===== src/hdl/lramt_pkg.sv =====
// shared types and constants for the lazy range add / range max tree
package lramt_pkg;

    localparam int VALUE_W = 64;
    localparam int TAG_W   = 16;
    localparam int MODE_W  = 2;
    localparam int LEFT_W  = 10;
    localparam int RIGHT_W = 11;

    localparam logic [MODE_W-1:0] MODE_SET = 2'd0;
    localparam logic [MODE_W-1:0] MODE_ADD = 2'd1;
    localparam logic [MODE_W-1:0] MODE_QRY = 2'd2;
    localparam logic [MODE_W-1:0] MODE_ALL = 2'd3;

    // datapath commands issued by the sequencer
    typedef enum logic [4:0] {
        OP_NOP,
        OP_LOAD,
        OP_CLEAR,
        OP_PUSH0,
        OP_PUSH1,
        OP_PUSH2,
        OP_PUSH3,
        OP_PULL0,
        OP_PULL1,
        OP_PULL2,
        OP_ADD0,
        OP_ADD1,
        OP_QRD,
        OP_QL,
        OP_QR,
        OP_LEAF,
        OP_EMIT
    } dp_op_t;

    typedef struct packed {
        dp_op_t op;
    } dp_cmd_t;

endpackage


===== src/hdl/lramt_ctrl.sv =====
// sequencer: walks the boundary paths and the range cover, issues datapath commands
module lramt_ctrl
    import lramt_pkg::*;
#(
    parameter int LEAVES = 1024,
    parameter int LOG    = 10
)
(
    input  logic                      clk,
    input  logic                      rst_n,
    input  logic                      start,
    input  logic [MODE_W-1:0]         mode,
    input  logic [LEFT_W-1:0]         left_index,
    input  logic signed [RIGHT_W-1:0] right_index,
    output logic                      busy,
    output dp_cmd_t                   cmd,
    output logic [LOG:0]              addr
);

    localparam int T  = 1 << LOG;
    localparam int NW = LOG + 2;
    localparam int LW = $clog2(LOG + 1);

    typedef enum logic [7:0] {
        S_CLEAR = 8'b0000_0001,
        S_IDLE  = 8'b0000_0010,
        S_PUSH  = 8'b0000_0100,
        S_LEAF  = 8'b0000_1000,
        S_ADD   = 8'b0001_0000,
        S_QRY   = 8'b0010_0000,
        S_PULL  = 8'b0100_0000,
        S_EMIT  = 8'b1000_0000
    } state_t;

    state_t            state_reg, state_next;
    logic [MODE_W-1:0] mode_reg, mode_next;
    logic              force_reg, force_next;
    logic [NW-1:0]     l0_reg, l0_next;
    logic [NW-1:0]     r0_reg, r0_next;
    logic [NW-1:0]     l_reg, l_next;
    logic [NW-1:0]     r_reg, r_next;
    logic [LW-1:0]     lvl_reg, lvl_next;
    logic              side_reg, side_next;
    logic [1:0]        sub_reg, sub_next;
    logic [LOG:0]      clr_reg, clr_next;

    int                right_int;
    int                right_sat;
    logic              range_ok;
    logic              left_ok;
    logic [NW-1:0]     mask;
    logic [NW-1:0]     bnd_node;
    logic              bnd_cond;
    logic [NW-1:0]     r_dec;

    // input decode
    assign right_int = int'(right_index);
    assign right_sat = (right_int > LEAVES - 1) ? LEAVES - 1 : right_int;
    assign range_ok  = (right_sat >= int'(left_index));
    assign left_ok   = (int'(left_index) < LEAVES);

    // boundary path node at the current level
    assign mask     = (NW'(1) << lvl_reg) - NW'(1);
    assign r_dec    = r_reg - NW'(1);
    assign bnd_node = side_reg ? ((r0_reg - NW'(1)) >> lvl_reg) : (l0_reg >> lvl_reg);
    assign bnd_cond = side_reg ? (!force_reg && ((r0_reg & mask) != '0))
                               : (force_reg || ((l0_reg & mask) != '0));

    assign busy = (state_reg != S_IDLE);

    // next state and commands
    always_comb
    begin
        state_next = state_reg;
        mode_next  = mode_reg;
        force_next = force_reg;
        l0_next    = l0_reg;
        r0_next    = r0_reg;
        l_next     = l_reg;
        r_next     = r_reg;
        lvl_next   = lvl_reg;
        side_next  = side_reg;
        sub_next   = sub_reg;
        clr_next   = clr_reg;
        cmd.op     = OP_NOP;
        addr       = '0;
        case (state_reg)
            S_CLEAR:
            begin
                cmd.op   = OP_CLEAR;
                addr     = clr_reg;
                clr_next = clr_reg + 1'b1;
                if (clr_reg == (LOG+1)'(2*T - 1))
                begin
                    state_next = S_IDLE;
                end
            end
            S_IDLE:
            begin
                if (start)
                begin
                    cmd.op     = OP_LOAD;
                    mode_next  = mode;
                    lvl_next   = LW'(LOG);
                    side_next  = 1'b0;
                    sub_next   = 2'd0;
                    l0_next    = NW'(left_index) + NW'(T);
                    r0_next    = NW'(right_sat + 1 + T);
                    force_next = 1'b0;
                    case (mode)
                        MODE_SET:
                        begin
                            r0_next    = NW'(left_index) + NW'(T + 1);
                            force_next = 1'b1;
                            if (left_ok)
                            begin
                                state_next = S_PUSH;
                            end
                        end
                        MODE_ALL:
                        begin
                            l_next     = NW'(1);
                            r_next     = NW'(2);
                            state_next = S_QRY;
                        end
                        default:
                        begin
                            if (range_ok)
                            begin
                                state_next = S_PUSH;
                            end
                            else if (mode == MODE_QRY)
                            begin
                                state_next = S_EMIT;
                            end
                        end
                    endcase
                end
            end
            S_PUSH:
            begin
                addr = bnd_node[LOG:0];
                if (bnd_cond && sub_reg != 2'd3)
                begin
                    sub_next = sub_reg + 2'd1;
                    case (sub_reg)
                        2'd0:    cmd.op = OP_PUSH0;
                        2'd1:    cmd.op = OP_PUSH1;
                        default: cmd.op = OP_PUSH2;
                    endcase
                end
                else
                begin
                    if (bnd_cond)
                    begin
                        cmd.op = OP_PUSH3;
                    end
                    sub_next = 2'd0;
                    if (!side_reg)
                    begin
                        side_next = 1'b1;
                    end
                    else
                    begin
                        side_next = 1'b0;
                        if (lvl_reg == LW'(1))
                        begin
                            l_next = l0_reg;
                            r_next = r0_reg;
                            case (mode_reg)
                                MODE_SET: state_next = S_LEAF;
                                MODE_ADD: state_next = S_ADD;
                                default:  state_next = S_QRY;
                            endcase
                        end
                        else
                        begin
                            lvl_next = lvl_reg - LW'(1);
                        end
                    end
                end
            end
            S_LEAF:
            begin
                cmd.op     = OP_LEAF;
                addr       = l0_reg[LOG:0];
                lvl_next   = LW'(1);
                side_next  = 1'b0;
                sub_next   = 2'd0;
                state_next = S_PULL;
            end
            S_ADD, S_QRY:
            begin
                if (!side_reg)
                begin
                    addr = l_reg[LOG:0];
                    if (!(l_reg < r_reg))
                    begin
                        lvl_next   = LW'(1);
                        sub_next   = 2'd0;
                        state_next = (state_reg == S_ADD) ? S_PULL : S_EMIT;
                    end
                    else if (l_reg[0] && sub_reg == 2'd0)
                    begin
                        cmd.op   = (state_reg == S_ADD) ? OP_ADD0 : OP_QRD;
                        sub_next = 2'd1;
                    end
                    else
                    begin
                        if (l_reg[0])
                        begin
                            cmd.op = (state_reg == S_ADD) ? OP_ADD1 : OP_QL;
                            l_next = l_reg + NW'(1);
                        end
                        sub_next  = 2'd0;
                        side_next = 1'b1;
                    end
                end
                else
                begin
                    addr = r_dec[LOG:0];
                    if (r_reg[0] && sub_reg == 2'd0)
                    begin
                        cmd.op   = (state_reg == S_ADD) ? OP_ADD0 : OP_QRD;
                        sub_next = 2'd1;
                    end
                    else
                    begin
                        if (r_reg[0])
                        begin
                            cmd.op = (state_reg == S_ADD) ? OP_ADD1 : OP_QR;
                        end
                        sub_next  = 2'd0;
                        side_next = 1'b0;
                        l_next    = l_reg >> 1;
                        r_next    = r_reg >> 1;
                    end
                end
            end
            S_PULL:
            begin
                addr = bnd_node[LOG:0];
                if (bnd_cond && sub_reg != 2'd2)
                begin
                    sub_next = sub_reg + 2'd1;
                    cmd.op   = (sub_reg == 2'd0) ? OP_PULL0 : OP_PULL1;
                end
                else
                begin
                    if (bnd_cond)
                    begin
                        cmd.op = OP_PULL2;
                    end
                    sub_next = 2'd0;
                    if (!side_reg)
                    begin
                        side_next = 1'b1;
                    end
                    else
                    begin
                        side_next = 1'b0;
                        if (lvl_reg == LW'(LOG))
                        begin
                            state_next = S_IDLE;
                        end
                        else
                        begin
                            lvl_next = lvl_reg + LW'(1);
                        end
                    end
                end
            end
            S_EMIT:
            begin
                cmd.op     = OP_EMIT;
                state_next = S_IDLE;
            end
            default:
            begin
                state_next = S_IDLE;
            end
        endcase
    end

    // control registers
    always_ff @(posedge clk or negedge rst_n)
    begin
        if (!rst_n)
        begin
            state_reg <= S_CLEAR;
            clr_reg   <= '0;
            lvl_reg   <= '0;
            side_reg  <= 1'b0;
            sub_reg   <= 2'd0;
            mode_reg  <= MODE_SET;
            force_reg <= 1'b0;
        end
        else
        begin
            state_reg <= state_next;
            clr_reg   <= clr_next;
            lvl_reg   <= lvl_next;
            side_reg  <= side_next;
            sub_reg   <= sub_next;
            mode_reg  <= mode_next;
            force_reg <= force_next;
        end
    end

    // range bounds
    always_ff @(posedge clk)
    begin
        l0_reg <= l0_next;
        r0_reg <= r0_next;
        l_reg  <= l_next;
        r_reg  <= r_next;
    end

endmodule


===== config.mk =====
export PLATFORM = sky130hd
export DESIGN_NAME = lramt_ctrl
export DESIGN_NICKNAME = d
export VERILOG_FILES = /design/src/hdl/lramt_pkg.sv /design/src/hdl/lramt_ctrl.sv
export SDC_FILE = /design/constraint.sdc
export NUM_CORES = 1
export LEC_CHECK = 0
export BUFFER_PORTS_ARGS = -buffer_cell sky130_fd_sc_hd__buf_2
export CAP_MARGIN = 40
export CORE_MARGIN = 2
export CORE_UTILIZATION = 62
export DETAILED_ROUTE_END_ITERATION = 10
export PLACE_DENSITY = 0.85
export SLEW_MARGIN = 20
export SYNTH_ARGS = -nofsm -noshare
export SYNTH_HDL_FRONTEND = slang
export SYNTH_SLANG_ARGS = --single-unit

===== constraint.sdc =====
create_clock -name clk -period 10.7 [get_ports clk]
set_input_delay 1.605 -clock clk [delete_from_list [all_inputs] [get_ports clk]]
set_output_delay 1.605 -clock clk [all_outputs]
set_load 0.005 [all_outputs]

==> summary.md <==
| Metric | Value |
|---|---|
| Total GRT Usage | `35.1%` |
| Yosys cell types | `80` |
| Placer congestion estimate | `1.01` |
| CTS Sinks | `75` |
| H-tree depth | `3` |
| TNS Setup | `0 ns` |
| Post_cts resized | `0` |
| Area occupied by multi-input gates | `4150 um^2` |
| Rel. slew slack | `50.5%` |
| Most common cell after layout, fill and taps aside | `nand2_1` |
| WHS | `0.479 ns` |
| Leakage power | `2.88 nW` |
| Max Cap Viol | `0` |
| YS warnings | `0` |
| Sequential fraction of the synthesis area | `31.7%` |
| Post-synthesis simple-gate area fraction | `21.3%` |
| Hold WC Path Type | `reg2reg` |
| Placed Instance Area | `6850 um^2` |
| Setup-failing EPs final | `0` |
| Drt pass-1 iters | `8` |
| Drt drc | `0` |
| Adder-Cell Fraction of Synth Area | `8.08%` |
| Status | `finished clean` |
| ANT cells | `0` |
| Hold depth | `1` |
| Ports | `43` |
| CTS tree | `yes` |
| Vias per std cell | `6.84` |
| Synthesized cell area | `6660 um^2` |
| Clk root buf | `clkbuf_8` |
| Hold-fix buffers, CTS | `0` |
| Fin cells | `933` |
| Commonest cells after routing, fill and taps aside | `nand2_1 (68), nor2_1 (65), o21ai_0 (63), edfxtp_1 (46), inv_1 (44)` |
| Avg WL per Cell | `20.9 um` |
| Post-route cell area | `7100 um^2` |
| Final hold violations | `0` |
| RSZ-0062 raised after global routing | `false` |
| Largest net degree at the start of global routing | `47` |
| Total power | `1.39 mW` |
| Worst skew pair latency | `0.36 ns` |
| Asr flop ratio synth | `38.7%` |
| Vias in the first global route | `5987` |
| Post-synth EDFFs | `46` |
| Main combinational cell family by area after synthesis | `compound AO/OA/AOI/OAI gates` |
| Placed insts | `913` |
| P&R area growth vs syn | `6.73%` |
| Setup crit start kind | `flop` |
| Slew @ Worst Pin | `0.743 ns` |
| Crit path capture type | `output port` |
| Worst reg2reg path depth | `11` |
| Power Density | `196 nW/um^2` |
| WS Path Type | `reg2out` |
| Mapped Cells | `785` |
| Cts bufs inserted | `9` |
| Worst Path Required | `9.10 ns` |
| Port buffer count | `42` |
| Dpl hpwl | `14.7 mm` |
| Global route total overflow | `0` |
| DRT antenna net count | `0` |
| Synthesized Nets | `854` |
| WL final | `19.5 mm` |
| Fmax | `0.152 GHz` |
| Hold_sp | `mode_reg[0]` |
| Total number of vias | `6386` |
| Critical R2R Launch | `lvl_reg[1]` |
| DR iter-0 viols | `842` |
| Clock buffer depth | `2` |
| Critical Path AT | `4.97 ns` |
| Xor/xnor cell area share of the yosys netlist | `7.50%` |
| Layout cells sized above 1 | `12.3%` |
| Initial antenna violation count | `0` |
| Top FF cell, synth | `edfxtp_1` |
| Peak VDD IR | `0.116 mV` |
| Final Cycle Share | `61.5%` |
| Die width | `108 um` |
| Global-route wire length before repair | `31.3 mm` |
| Post-synthesis mux area share | `3.91%` |
| Post-layout min period | `6.58 ns` |
| Complex-gate fraction of the synthesized area | `21.5%` |
| Clk_skew | `0.0140 ns` |
| Slew Viols, Final | `0` |
| Worst-path clk slew | `0.08 ns` |
| Final Net Count | `861` |
| Die Area | `11600 um^2` |
| Worst hold path endpoint | `state_reg[3]` |
| Initial Utilization | `64.2%` |
| Post-Syn Area per Cell | `8.48 um^2` |
| Floorplan core area | `10400 um^2` |
| Register area | `2110 um^2` |
| Die Y | `108 um` |
| Worst reg2reg path endpoint | `lvl_reg[0]` |
| Row cnt | `37` |
| Seq cells post-synth | `75` |
| Fillers | `832` |
| R2R setup slack | `5.76 ns` |
| CP Max Fanout | `18` |
| Post-CTS setup buffer count | `0` |
## worst max-delay path, cell delays in order, from the launching register on
cell      delay, ns
dfrtp_1        0.55
inv_1          0.49
ha_1           0.67
or3b_1         0.46
ha_1           0.42
nor4bb_1       0.37
a221oi_1       0.13
nand4_1        0.10
and4b_1        0.21
a41oi_2        0.38
o21ai_2        0.17
or4_1          0.42
o211ai_1       0.10
buf_2          0.14
## layout make-up
type | count | area share [%]
clock buffer | 12 | 2.20
clock inverter | 4 | 0.687
inverter | 45 | 2.38
multi-input combinational | 610 | 58.4
sequential | 75 | 29.7
tap | 136 | 2.40
timing repair buffer | 51 | 4.23
## synth_stat cells, drive strengths merged, types with 3 or more instances
cell type | n | share of area, %
a21o | 7 | 0.79
and4b | 5 | 0.75
xnor2 | 42 | 5.5
a22o | 3 | 0.39
a41oi | 3 | 0.51
a32oi | 4 | 0.53
a221oi | 12 | 1.8
nor2 | 66 | 3.8
o211ai | 13 | 1.5
mux2i | 14 | 2.1
nor4 | 9 | 1.0
o21ai | 67 | 5.2
a21oi | 34 | 2.6
dfrtp | 28 | 11
or2 | 6 | 0.56
clkbuf | 33 | 1.9
o21a | 5 | 0.56
nand4 | 11 | 1.0
or4 | 4 | 0.51
nand2b | 5 | 0.47
ha | 43 | 8.1
a2111oi | 3 | 0.41
nand3 | 30 | 2.3
inv | 45 | 2.5
buf | 22 | 1.6
a31oi | 9 | 0.85
nand2 | 68 | 3.8
a211oi | 11 | 1.2
and2 | 4 | 0.38
nor3b | 8 | 0.90
nor2b | 10 | 0.94
o22ai | 4 | 0.38
or3 | 7 | 0.73
a22oi | 19 | 2.1
xor2 | 15 | 2.0
and3 | 10 | 1.0
mux2 | 10 | 1.8
nor4bb | 4 | 0.60
edfxtp | 46 | 21
nor3 | 17 | 1.3
## cell families after synthesis
group	Yosys count
xor+xnor	57
compound gates	213
buf+inv	100
simple gates	273
mux	24
fa+ha+maj	43
flops	75
## where the power goes
part / total, mW / leakage (nW) / switching [mW] / internal (mW)
Combinational: 0.618 / 1.97 / 0.369 / 0.250
Sequential: 0.541 / 0.810 / 0.136 / 0.405
Clock: 0.233 / 0.105 / 0.111 / 0.122
## metal layers
metal | wire length [um] | GRT usage (%) | part of all wire, %
met1 | 8010 | 48.9 | 41
met2 | 8500 | 52.2 | 43
met3 | 2160 | 7.63 | 11
met4 | 873 | 16.1 | 4.5
met5 | 0 | 0 | 0
## how the worst max path moves through the flow
stage,from,end
2_1_floorplan,lvl_reg[1],cmd[0]
3_3_place_gp,lvl_reg[1],cmd[0]
3_5_place_dp,lvl_reg[1],cmd[0]
4_1_cts,lvl_reg[1],cmd[0]
5_1_grt,lvl_reg[1],cmd[0]
6_report,lvl_reg[1],cmd[0]
## through the flow
step / util [%] / setup slack [ns]
2_1_floorplan: - / 5.65
3_3_place_gp: 65.9 / 4.86
3_5_place_dp: 66.0 / 4.63
4_1_cts: 68.0 / 4.22
5_1_grt: 68.5 / 3.79
6_report: 68.5 / 4.12
Note: power is estimated with default switching activity, not from simulation.
